$ cat config.mk
export PLATFORM = sky130hd
export DESIGN_NAME = cps_ctrl
export DESIGN_NICKNAME = d
export VERILOG_FILES = /design/src/hdl/cps_pkg.sv /design/src/hdl/cps_ctrl.sv
export SDC_FILE = /design/constraint.sdc
export NUM_CORES = 1
export LEC_CHECK = 0
export ABC_AREA = 1
export BUFFER_PORTS_ARGS = -buffer_cell sky130_fd_sc_hd__buf_2
export CORE_MARGIN = 2
export CORE_UTILIZATION = 55
export DETAILED_ROUTE_END_ITERATION = 8
export HOLD_SLACK_MARGIN = 0.12
export PLACE_DENSITY = 0.8
export SLEW_MARGIN = 40
export SYNTH_ARGS = -nofsm -noshare
export SYNTH_HDL_FRONTEND = slang
export SYNTH_SLANG_ARGS = --single-unit
$ cat constraint.sdc
create_clock -name clock -period 3.3 [get_ports clock]
set_input_delay 0 -clock clock [delete_from_list [all_inputs] [get_ports clock]]
set_output_delay 0 -clock clock [all_outputs]
set_load 0.1 [all_outputs]
$ cat src/hdl/cps_pkg.sv
// shared types and constants of the critical pair scheduler
`default_nettype none
package cps_pkg;

   localparam int NUMBER_W = 7;
   localparam int QCOUNT_W = 13;

   typedef enum logic [1:0] {
      CMD_ADD    = 2'd0,
      CMD_REMOVE = 2'd1,
      CMD_FILL   = 2'd2,
      CMD_TAKE   = 2'd3
   } cmd_type;

   typedef enum logic [1:0] {
      ST_OK       = 2'd0,
      ST_EMPTY    = 2'd1,
      ST_FULL     = 2'd2,
      ST_OVERFLOW = 2'd3
   } status_type;

   typedef enum logic [4:0] {
      OP_NONE,
      OP_LOAD,
      OP_ADD,
      OP_TAKE_EMPTY,
      OP_SCAN_INIT,
      OP_RMP_CMP,
      OP_RMA_CMP,
      OP_RMP_END,
      OP_RMA_END,
      OP_MG_CMP,
      OP_MG_END,
      OP_PR_INIT,
      OP_OUT_RD,
      OP_OUT_CAP,
      OP_B_INC,
      OP_IN_RD,
      OP_IN_ROW,
      OP_IN_PUSH,
      OP_TAKE_RD,
      OP_TAKE_CAP,
      OP_DONE_WR,
      OP_RESULT
   } op_type;

   typedef enum logic [4:0] {
      S_IDLE,
      S_DISPATCH,
      S_ADD,
      S_RMP_INIT,
      S_RMP_RD,
      S_RMP_CMP,
      S_RMA_INIT,
      S_RMA_RD,
      S_RMA_CMP,
      S_MG_INIT,
      S_MG_RD,
      S_MG_CMP,
      S_PR_INIT,
      S_OUT_CHK,
      S_OUT_CAP,
      S_IN_CHK,
      S_IN_ROW,
      S_IN_PUSH,
      S_TAKE_RD,
      S_TAKE_CAP,
      S_DONE_WR,
      S_RESULT
   } state_type;

   typedef struct packed {
      op_type op;
   } dp_cmd_type;

   typedef struct packed {
      cmd_type cmd;
      logic    num_ok;
      logic    scan_end_p;
      logic    scan_end_a;
      logic    a_end;
      logic    b_end;
      logic    fifo_empty;
      logic    out_free;
   } dp_stat_type;

endpackage
`default_nettype wire

$ cat src/hdl/cps_ctrl.sv
// command sequencer of the critical pair scheduler
`default_nettype none
module cps_ctrl
   import cps_pkg::*;
(
   input  wire logic        clock,
   input  wire logic        reset,
   input  wire logic        req_valid,
   output logic             req_ready,
   input  wire dp_stat_type stat,
   output dp_cmd_type       cmd
);

   state_type state_ff;
   state_type state_in;

   always_ff @(posedge clock) begin
      if (reset) begin
         state_ff <= S_IDLE;
      end else begin
         state_ff <= state_in;
      end
   end

   always_comb begin
      state_in  = state_ff;
      cmd.op    = OP_NONE;
      req_ready = 1'b0;
      unique case (state_ff)
         S_IDLE: begin
            req_ready = 1'b1;
            if (req_valid) begin
               cmd.op   = OP_LOAD;
               state_in = S_DISPATCH;
            end
         end
         S_DISPATCH: begin
            unique case (stat.cmd)
               CMD_ADD: state_in = S_ADD;
               CMD_REMOVE: state_in = stat.num_ok ? S_RMP_INIT : S_RESULT;
               CMD_FILL: state_in = S_MG_INIT;
               CMD_TAKE: begin
                  if (stat.fifo_empty) begin
                     cmd.op   = OP_TAKE_EMPTY;
                     state_in = S_RESULT;
                  end else begin
                     state_in = S_TAKE_RD;
                  end
               end
            endcase
         end
         S_ADD: begin
            cmd.op   = OP_ADD;
            state_in = S_RESULT;
         end
         S_RMP_INIT: begin
            cmd.op   = OP_SCAN_INIT;
            state_in = S_RMP_RD;
         end
         S_RMP_RD: begin
            if (stat.scan_end_p) begin
               cmd.op   = OP_RMP_END;
               state_in = S_RMA_INIT;
            end else begin
               state_in = S_RMP_CMP;
            end
         end
         S_RMP_CMP: begin
            cmd.op   = OP_RMP_CMP;
            state_in = S_RMP_RD;
         end
         S_RMA_INIT: begin
            cmd.op   = OP_SCAN_INIT;
            state_in = S_RMA_RD;
         end
         S_RMA_RD: begin
            if (stat.scan_end_a) begin
               cmd.op   = OP_RMA_END;
               state_in = S_RESULT;
            end else begin
               state_in = S_RMA_CMP;
            end
         end
         S_RMA_CMP: begin
            cmd.op   = OP_RMA_CMP;
            state_in = S_RMA_RD;
         end
         S_MG_INIT: begin
            cmd.op   = OP_SCAN_INIT;
            state_in = S_MG_RD;
         end
         S_MG_RD: begin
            if (stat.scan_end_p) begin
               cmd.op   = OP_MG_END;
               state_in = S_PR_INIT;
            end else begin
               state_in = S_MG_CMP;
            end
         end
         S_MG_CMP: begin
            cmd.op   = OP_MG_CMP;
            state_in = S_MG_RD;
         end
         S_PR_INIT: begin
            cmd.op   = OP_PR_INIT;
            state_in = S_OUT_CHK;
         end
         S_OUT_CHK: begin
            if (stat.b_end) begin
               state_in = S_RESULT;
            end else begin
               cmd.op   = OP_OUT_RD;
               state_in = S_OUT_CAP;
            end
         end
         S_OUT_CAP: begin
            cmd.op   = OP_OUT_CAP;
            state_in = S_IN_CHK;
         end
         S_IN_CHK: begin
            if (stat.a_end) begin
               cmd.op   = OP_B_INC;
               state_in = S_OUT_CHK;
            end else begin
               cmd.op   = OP_IN_RD;
               state_in = S_IN_ROW;
            end
         end
         S_IN_ROW: begin
            cmd.op   = OP_IN_ROW;
            state_in = S_IN_PUSH;
         end
         S_IN_PUSH: begin
            cmd.op   = OP_IN_PUSH;
            state_in = S_IN_CHK;
         end
         S_TAKE_RD: begin
            cmd.op   = OP_TAKE_RD;
            state_in = S_TAKE_CAP;
         end
         S_TAKE_CAP: begin
            cmd.op   = OP_TAKE_CAP;
            state_in = S_DONE_WR;
         end
         S_DONE_WR: begin
            cmd.op   = OP_DONE_WR;
            state_in = S_RESULT;
         end
         S_RESULT: begin
            if (stat.out_free) begin
               cmd.op   = OP_RESULT;
               state_in = S_IDLE;
            end
         end
         default: state_in = S_IDLE;
      endcase
   end

endmodule
`default_nettype wire

==> results.json, run 1 <==
{
  "syn-num-nets": 163,
  "largest_reg_flops": 5,
  "synthArstFlopShare_pct": 0,
  "p_leak_nw": 0.535,
  "crit_fanout": 10,
  "cpMaxStageDelayCell": "dlygate4sd3_1",
  "num_rows": 13,
  "synth_cell_types": 21,
  "worstSetupPathType": "register to register",
  "period_needed_ps": 2350,
  "grt_pass1_wl_um": 3840,
  "grt_max_degree": 11,
  "grt_pass1_vias": 893,
  "finalSetupViolations": 0,
  "synth_warnings": 0,
  "required_ps": 3420,
  "first_pass_iters": 5,
  "regMostFlops": "state_ff",
  "die_y_um": 41.1,
  "routed_wl_um": 2470,
  "layout.area.seq_sq_um": 100,
  "io-pin-count": 18,
  "clockBufferDepth": 2,
  "fin_skew_ps": 2.89,
  "status": "finished clean",
  "fin_setup_tns_ps": 0,
  "syn_to_final_growth_pct": 18.2,
  "synth_cells": 151,
  "min-delay-start": "stat[0]",
  "core_area_sq_mm": 0.00130,
  "ys.flop_type": "dfxtp_1",
  "dieArea_sq_mm": 0.00169,
  "fin_nets": 185,
  "cts.clk_slew.worst_paths_ps": 40,
  "place_hpwl_um": 1990,
  "wl_per_cell_um": 13.2,
  "via_per_inst": 5.96,
  "power-per-cell-area_mw_per_mm2": 980,
  "start_kind": "register",
  "cts_buffers": 3,
  "start_util_pct": 58.3,
  "die_w_um": 41.1,
  "io_buffer_count": 17,
  "track_usage_pct": 33.7,
  "critPathCaptureType": "register",
  "slew_violations": 0,
  "vdd_ir_drop_max_mv": 0.605,
  "synth_edf_count": 0,
  "avgSynthCellArea_sq_um": 5.02,
  "synth-seq-area-share_pct": 13.2,
  "antennaDiodeCount": 0,
  "cts.sinks": 5,
  "hold_class": "input port to register",
  "critPathMostFrequentCell": "nand2_1",
  "fillCellCount": 129,
  "path_buf_inv": 2,
  "rsz0062_at_grt": "no",
  "clock_latency_ps": 240,
  "globalRoute.totalOverflow": 0,
  "multiInputGateArea_sq_um": 559,
  "antenna_left": 0,
  "fin_crit_sh_pct": 71.1,
  "drive_above_1_share_pct": 16.3,
  "max_cap_violations": 0,
  "htreeDepth": 1,
  "tightest_slew_ps": 486,
  "syn_area_sq_um": 758,
  "crit_arrival_ps": 2460,
  "drc_errors": 0,
  "whs_ps": 152,
  "fmax_ghz": 0.426,
  "cts_root_buf": "clkbuf_4",
  "gp_congestion": 0.980,
  "top_regs": "state_ff x5",
  "r2r-start": "state_ff[4]",
  "max_stage_delay_ps": 560,
  "relSlewSlack_pct": 67.8,
  "finalHoldViolCount": 0,
  "layout_commonest_cell": "nand2_1",
  "antenna_found_initial": 0,
  "layout_common_cells": "nand2_1, nor2_1, nand3_1",
  "drt_iter0_markers": 98,
  "critPathLaunch": "state_ff[4]",
  "cp_top_family": "buffers and inverters",
  "crit_chain": "clkinv_1 -> nand2_1 -> nor2_1 -> nand2_1 -> nand2_1 -> nor2_1 -> nand3_1 -> nand2_1 -> a21oi_1 -> dlygate4sd3_1",
  "cts_tree": "built",
  "vias": 1115,
  "ys_ff_latch": 5,
  "fin_util_pct": 68.8
}
-- per-layer routing --
layer  up-vias  global-route usage, %  wire length, um
met4         0                   4.84               21
li1        550                      -                -
met1       460                   45.2              996
met3         4                   2.72              285
met2       101                   59.0             1160
met5         -                      0                0
-- synth_stat cells, types with 3 or more instances --
| master | number | area (sq um) |
|---|---|---|
| a21oi_1 | 6 | 30.0 |
| dfxtp_1 | 5 | 100 |
| inv_1 | 18 | 67.6 |
| inv_2 | 4 | 15.0 |
| nand2_1 | 33 | 124 |
| nand3_1 | 24 | 120 |
| nand4_1 | 5 | 31.3 |
| nor2_1 | 31 | 116 |
| nor2_2 | 3 | 18.8 |
| nor3_1 | 9 | 45.0 |
| o211ai_1 | 3 | 22.5 |
-- where the power goes --
part | leakage, nW | internal [mW] | switching (mW)
sequential | 0.0410 | 0.0810 | 0.0438
combinational | 0.479 | 0.145 | 0.539
clock | 0.0150 | 0.0456 | 0.0230
total | 0.535 | 0.272 | 0.606
-- what timing repair did --
action	CTS	global route
buffers inserted	0	0
endpoints found under the hold margin	5	0
gates resized for setup	0	0
hold buffers	2	0
-- final cells by class --
type / count / share of cell area [%]
multi-input combinational: 121 / 62.4
tap: 15 / 2.09
inverter: 23 / 9.64
timing repair buffer: 19 / 11.7
sequential: 5 / 11.2
clock buffer: 4 / 2.93
-- worst reg2reg max path: cells and delay by family, from the launching register on --
kind | cells | cell delay [ps]
simple gates | 7 | 700
buf+inv | 2 | 920
compound gates | 1 | 60
flops | 1 | 550
-- cells by family after synthesis --
logic type,count (synthesis),synth area share [%]
AND/OR/NAND/NOR,108,63.2
buffers and inverters,25,13.0
AO/OA/AOI/OAI,13,10.6
flip-flops,5,13.2
-- final timing paths --
| path | to | slack [ps] | depth (start not counted) |
|---|---|---|---|
| setup / recovery | state_ff[0] | 950 | 10 |
| hold / removal | state_ff[4] | 150 | 4 |
| setup reg to reg | state_ff[0] | 950 | 10 |
| hold reg to reg | state_ff[3] | 700 | 2 |
-- through the flow --
step	area [sq um]	setup slack [ps]	cells	total power [mW]
after CTS	896	1060	187	0.866
final	896	954	187	0.878
after floorplan	758	398	151	0.681
after global placement	850	1460	181	0.785
after detailed placement	850	1480	181	0.785
after global routing	896	813	187	0.938
No activity file was read; power rests on OpenSTA's default activity.
==> run 2: changes to the inputs <==
--- a/config.mk
+++ b/config.mk
@@ -5,13 +5,14 @@
 export SDC_FILE = /design/constraint.sdc
 export NUM_CORES = 1
 export LEC_CHECK = 0
-export ABC_AREA = 1
+export ABC_AREA = 0
 export BUFFER_PORTS_ARGS = -buffer_cell sky130_fd_sc_hd__buf_2
+export CORE_ASPECT_RATIO = 0.8
 export CORE_MARGIN = 2
-export CORE_UTILIZATION = 55
+export CORE_UTILIZATION = 48
 export DETAILED_ROUTE_END_ITERATION = 8
 export HOLD_SLACK_MARGIN = 0.12
-export PLACE_DENSITY = 0.8
+export PLACE_DENSITY = 0.72
 export SLEW_MARGIN = 40
 export SYNTH_ARGS = -nofsm -noshare
 export SYNTH_HDL_FRONTEND = slang
==> constraint.sdc (replaced) <==
create_clock -name clock -period 1.89 [get_ports clock]
set_input_delay 0 -clock clock [delete_from_list [all_inputs] [get_ports clock]]
set_output_delay 0 -clock clock [all_outputs]
set_load 0.1 [all_outputs]
==> run 2 against run 1 <==
  * Routed wire length is 22% higher
  * Via count is 7.3% higher
  * Area after synthesis is 14% higher
  * Synthesized cell count is 13% lower
  * Die area is 28% higher
  * Critical path depth is 3 lower
  * Clock power is 93% higher
  * Final area is 25% higher
  * Critical path type is now register to output port
  * Critical endpoint is now cmd[1]
  * Largest power group unchanged
  * Highest routed layer unchanged
==> results.json, run 2 <==
{
  "yosysTopAreaCellShare_pct": 11.6,
  "whs_endpoint": "state_ff[3]",
  "dieArea_sq_mm": 0.00216,
  "ys.flop_type": "dfxtp_1",
  "fillCellCount": 144,
  "vias": 1196,
  "synth_edf_count": 0,
  "fmax_ghz": 0.555,
  "yosysMostFrequentCell": "nand2_1",
  "synth-seq-area-share_pct": 11.6,
  "min-delay-start": "stat[7]",
  "cts.clk_slew.worst_paths_ps": 50,
  "synth_simple_gate_area_share_pct": 31.4,
  "via_per_inst": 6.64,
  "antennaDiodeCount": 0,
  "p_leak_nw": 0.448,
  "synth.top_cells.by_count": "nand2_1, nor2_1, a21oi_1, a31oi_1",
  "critPathLaunch": "state_ff[0]",
  "drive_above_1_share_pct": 31.0,
  "synth_top_family_by_area": "compound AO/OA/AOI/OAI gates",
  "grt_pass1_wl_um": 4820,
  "routed_wl_um": 3020,
  "core_area_sq_mm": 0.00166,
  "cts.sinks": 5,
  "ff2ff_path_depth": 7,
  "vdd_ir_drop_max_mv": 1.27,
  "finalSetupViolations": 0,
  "fin_crit_sh_pct": 95.3,
  "track_usage_pct": 29.4,
  "max_cap_violations": 0,
  "grt_max_degree": 12,
  "synth_compound_area_share_pct": 42.9,
  "crit_fanout": 11,
  "antenna_left": 0,
  "power-per-cell-area_mw_per_mm2": 1960,
  "place_ws_ps": 277,
  "ys_ff_latch": 5,
  "relSlewSlack_pct": 68.1,
  "cts_root_buf": "clkbuf_4",
  "clockBufferDepth": 2,
  "status": "finished clean",
  "hold_class": "input port to register",
  "synth_cell_types": 43,
  "cts_buffers": 3,
  "gp_congestion": 1.01,
  "rrSetupSlack_ps": 390,
  "clock_latency_ps": 250,
  "drt_iter0_markers": 99,
  "synth_xor_area_share_pct": 1.01,
  "wl_per_cell_um": 16.8,
  "fin_setup_tns_ps": 0,
  "finalHoldViolCount": 0,
  "drc_errors": 0,
  "synth.area.top_cells": "dfxtp_1, nand2_1, a31oi_1",
  "avgSynthCellArea_sq_um": 6.56,
  "synthArstFlopShare_pct": 0,
  "tightest_slew_ps": 481,
  "io_buffer_count": 17,
  "worst_r2r_endpoint": "state_ff[2]",
  "synth_cells": 132,
  "required_ps": 1890,
  "syn-num-nets": 144,
  "synth_fa_ha_area_share_pct": 0,
  "top_regs": "state_ff x5",
  "synth_mux_area_share_pct": 0,
  "period_needed_ps": 1800,
  "io-pin-count": 18,
  "postPlaceCellArea_sq_mm": 0.00105,
  "regMostFlops": "state_ff",
  "syn_to_final_growth_pct": 29.5,
  "slew_violations": 0,
  "finalPower_mw": 2.19,
  "yosys.area.top_type": "dfxtp_1",
  "finalInstanceArea_sq_mm": 0.00112,
  "grt_pass1_vias": 1031,
  "fin_skew_ps": 2.55,
  "first_pass_iters": 5,
  "start_util_pct": 52.2,
  "critPathCaptureType": "output port",
  "fin_nets": 171,
  "globalRoute.totalOverflow": 0,
  "start_kind": "register",
  "r2r-start": "state_ff[4]",
  "cts_tree": "built",
  "hold_depth": 4,
  "die_y_um": 42.0,
  "worst_slack_ps": 88.8,
  "worstSetupPathType": "register to output port",
  "die_w_um": 51.5,
  "place_hpwl_um": 2320,
  "antenna_found_initial": 0,
  "syn_area_sq_um": 866,
  "largest_reg_flops": 5,
  "layout_common_cells": "nand2_1, buf_2, buf_4",
  "layout_commonest_cell": "nand2_1",
  "synth_warnings": 0,
  "crit_arrival_ps": 1800,
  "rsz0062_at_grt": "no",
  "htreeDepth": 1,
  "num_rows": 13
}
-- run 2: cell count changes in the layout (fill, tap and decap cells not counted), moves of 6 or more --
cell | previous run | this run
nor2_1 | 31 | 9
nand3_1 | 24 | 3
nand2_1 | 33 | 18
buf_4 | 0 | 11
inv_1 | 18 | 7
nor3_1 | 9 | 0
a31oi_1 | 1 | 9
o21ai_0 | 1 | 7
o21ai_1 | 0 | 6
-- run 2: how the worst max path moves through the flow --
stage / to / slack (ps) / depth (start not counted)
floorplan: cmd[2] / -280 / 6
global placement: state_ff[2] / 320 / 7
detailed placement: cmd[0] / 280 / 6
CTS: cmd[0] / 7 / 6
global route: cmd[1] / 30 / 7
finish: cmd[1] / 90 / 7
-- run 2: logic make-up (layout without fill, tap and decap cells) --
logic type / Yosys count / in the layout
buffers and inverters: 18 / 44
AND/OR/NAND/NOR: 52 / 52
XOR/XNOR: 1 / 1
flip-flops: 5 / 5
AO/OA/AOI/OAI: 56 / 56
-- run 2: repair_timing --
action                     CTS  global route
setup endpoints to repair    0             2
hold endpoints to repair     5             0
hold buffers                 2             0
gates resized for setup      0             5
setup buffers                0             1
-- run 2: per-stage QoR --
step	hold slack [ps]	util, %	cells
after floorplan	69.4	-	132
after global placement	233	63.5	173
after detailed placement	231	63.5	173
after CTS	159	66.3	179
after global routing	207	67.6	180
final	203	67.6	180
-- run 2: routing by layer --
layer	wire (um)	vias to the layer above	track usage (%)
met5	0	-	0
met4	106	0	10.0
met3	456	13	8.57
met2	1250	112	42.8
met1	1200	521	41.0
li1	-	550	-
-- run 2: final cells by class --
type	instances	area (sq um)	area share [%]
well taps	22	27.5	2.46
clock buffers	4	26.3	2.34
multi-input cells	109	671	59.8
flip-flops and latches	5	104	9.26
repair buffers	31	259	23.1
inverters	9	33.8	3.01
-- run 2: worst max-delay path, cell delays in order, from the launching register on --
cell and delay (ps):
dfxtp_1 320, buf_4 180, inv_1 200, nor2_1 80, o32ai_1 320, a32oi_1 80
nand2_1 160, buf_12 190
-- run 2: power by group --
group,total (mW),internal (mW),switching (mW)
combinational,1.85,0.630,1.22
clock,0.132,0.0803,0.0513
sequential,0.210,0.148,0.0616
total,2.19,0.858,1.34
==> run 3: changes to the inputs <==
--- a/config.mk
+++ b/config.mk
@@ -7,12 +7,11 @@
 export LEC_CHECK = 0
 export ABC_AREA = 0
 export BUFFER_PORTS_ARGS = -buffer_cell sky130_fd_sc_hd__buf_2
-export CORE_ASPECT_RATIO = 0.8
 export CORE_MARGIN = 2
-export CORE_UTILIZATION = 48
+export CORE_UTILIZATION = 54
 export DETAILED_ROUTE_END_ITERATION = 8
 export HOLD_SLACK_MARGIN = 0.12
-export PLACE_DENSITY = 0.72
+export PLACE_DENSITY = 0.77
 export SLEW_MARGIN = 40
 export SYNTH_ARGS = -nofsm -noshare
 export SYNTH_HDL_FRONTEND = slang
==> constraint.sdc (replaced) <==
create_clock -name clock -period 2.05 [get_ports clock]
set_input_delay 0 -clock clock [delete_from_list [all_inputs] [get_ports clock]]
set_output_delay 0 -clock clock [all_outputs]
set_load 0.1 [all_outputs]
==> run 3 against run 2 <==
  * Routed wire length decreased by 4.5%
  * Sequential power fell by 14%
  * First-iteration DRC count is 1.0% higher
  * Global-route usage up 2.1 points
  * Final cell count is 6.1% lower
  * Core utilization increased by 0.53 points
  * Register-to-register slack better by 50 ps
  * Non-clock buffer count shrank 5
==> results.json, run 3 (same netlist as run 2, synthesis figures left out) <==
{
  "post_cts_buffers": 0,
  "critPathCaptureType": "output port",
  "start_kind": "register",
  "finalPower_mw": 1.85,
  "place_hpwl_um": 2160,
  "die_y_um": 44.0,
  "antenna_left": 0,
  "grt_pass1_vias": 963,
  "worst_slack_ps": 68.4,
  "max_stage_delay_ps": 490,
  "track_usage_pct": 31.5,
  "first_pass_iters": 5,
  "finalHoldViolCount": 0,
  "htreeDepth": 1,
  "layout_common_cells": "nand2_1, buf_2, a21oi_1",
  "drc_errors": 0,
  "hold_class": "input port to register",
  "cts.clk_slew.worst_paths_ps": 40,
  "antenna_found_initial": 0,
  "largest_reg_flops": 5,
  "regMostFlops": "state_ff",
  "cpMaxStageDelayCell": "dfxtp_1",
  "fmax_ghz": 0.505,
  "finalSetupViolations": 0,
  "io_buffer_count": 17,
  "p_leak_nw": 0.410,
  "hold_depth": 4,
  "power-per-cell-area_mw_per_mm2": 1800,
  "fillCellCount": 146,
  "globalRoute.totalOverflow": 0,
  "required_ps": 2050,
  "io-pin-count": 18,
  "grt_max_degree": 19,
  "cts.sinks": 5,
  "ff2ff_path_depth": 6,
  "clock_latency_ps": 240,
  "vias": 1218,
  "dieArea_sq_mm": 0.00194,
  "fin_setup_tns_ps": 0,
  "crit_chain": "nor2_2 -> and4_1 -> a31oi_2 -> o41ai_1 -> a221o_1 -> clkbuf_4",
  "vdd_ir_drop_max_mv": 1.15,
  "core_area_sq_mm": 0.00151,
  "rsz0062_at_grt": "no",
  "max_cap_violations": 0,
  "num_rows": 14,
  "via_per_inst": 7.21,
  "top_regs": "state_ff x5",
  "start_util_pct": 57.5,
  "worstSetupPathType": "register to output port",
  "cts_buffers": 3,
  "antennaDiodeCount": 0,
  "relSlewSlack_pct": 67.9,
  "drive_above_1_share_pct": 26.8,
  "clockBufferDepth": 2,
  "cts_tree": "built",
  "fin_skew_ps": 0.707,
  "wl_per_cell_um": 17.1,
  "routed_wl_um": 2880,
  "layout_commonest_cell": "nand2_1",
  "period_needed_ps": 1980,
  "fin_nets": 166,
  "crit_fanout": 7,
  "die_w_um": 44.0,
  "status": "finished clean",
  "place_ws_ps": 311,
  "tightest_slew_ps": 485,
  "whs_ps": 149,
  "crit_arrival_ps": 1980,
  "cts_root_buf": "clkbuf_4",
  "drt_iter0_markers": 100,
  "slew_violations": 0,
  "fin_crit_sh_pct": 96.7,
  "gp_congestion": 0.948,
  "syn_to_final_growth_pct": 18.5,
  "grt_pass1_wl_um": 4570
}
[run 3: cell types whose count changed in the layout (fill, tap and decap cells not counted)]
cell | previous run | this run
buf_4 | 11 | 7
dfxtp_2 | 3 | 0
buf_6 | 1 | 0
buf_12 | 4 | 1
clkbuf_4 | 3 | 4
buf_2 | 13 | 15
dfxtp_1 | 2 | 5
[run 3: metal layers]
metal  track usage, %  up-vias  wire length [um]
li1                 -      542                 -
met1             42.0      556              1090
met2             50.9      102              1340
met3             7.76       18               346
met4             8.48        0               113
met5                0        -                 0
[run 3: worst paths after layout]
| path | from | end | slack, ps |
|---|---|---|---|
| setup / recovery | state_ff[4] | cmd[0] | 70 |
| hold / removal | stat[6] | state_ff[4] | 150 |
| setup reg to reg | state_ff[3] | state_ff[0] | 440 |
| hold reg to reg | state_ff[0] | state_ff[2] | 740 |
[run 3: per-stage QoR]
stage               area (sq um)  cells  util, %
finish                      1030    169     68.1
CTS                         1020    169     67.5
global placement             971    163     64.5
detailed placement           971    163     64.5
global route                1030    169     68.1
floorplan                    878    132        -
[run 3: power breakdown]
part	switching [mW]	leakage, nW	internal, mW	total (mW)
clock	0.0423	0.0150	0.0737	0.116
combinational	1.10	0.354	0.451	1.55
sequential	0.0481	0.0411	0.132	0.181
total	1.19	0.410	0.658	1.85
[run 3: critical path: cells and delay by family (launching register included)]
kind / cells / cell delay [ps]
buf+inv: 1 / 280
compound gates: 3 / 610
simple gates: 2 / 360
flops: 1 / 490
[run 3: final cells by class]
type | instances | area (sq um) | area share (%)
inverter | 9 | 33.8 | 3.29
timing repair buffer | 26 | 175 | 17.1
tap | 16 | 20.0 | 1.95
clock buffer | 4 | 26.3 | 2.56
multi-input combinational | 109 | 671 | 65.4
sequential | 5 | 100 | 9.76
[run 3: repair_timing]
item | in CTS | in global routing
endpoints found under the setup margin | 0 | 1
resized for setup | 0 | 2
endpoints found under the hold margin | 5 | 0
hold buffers | 2 | 0
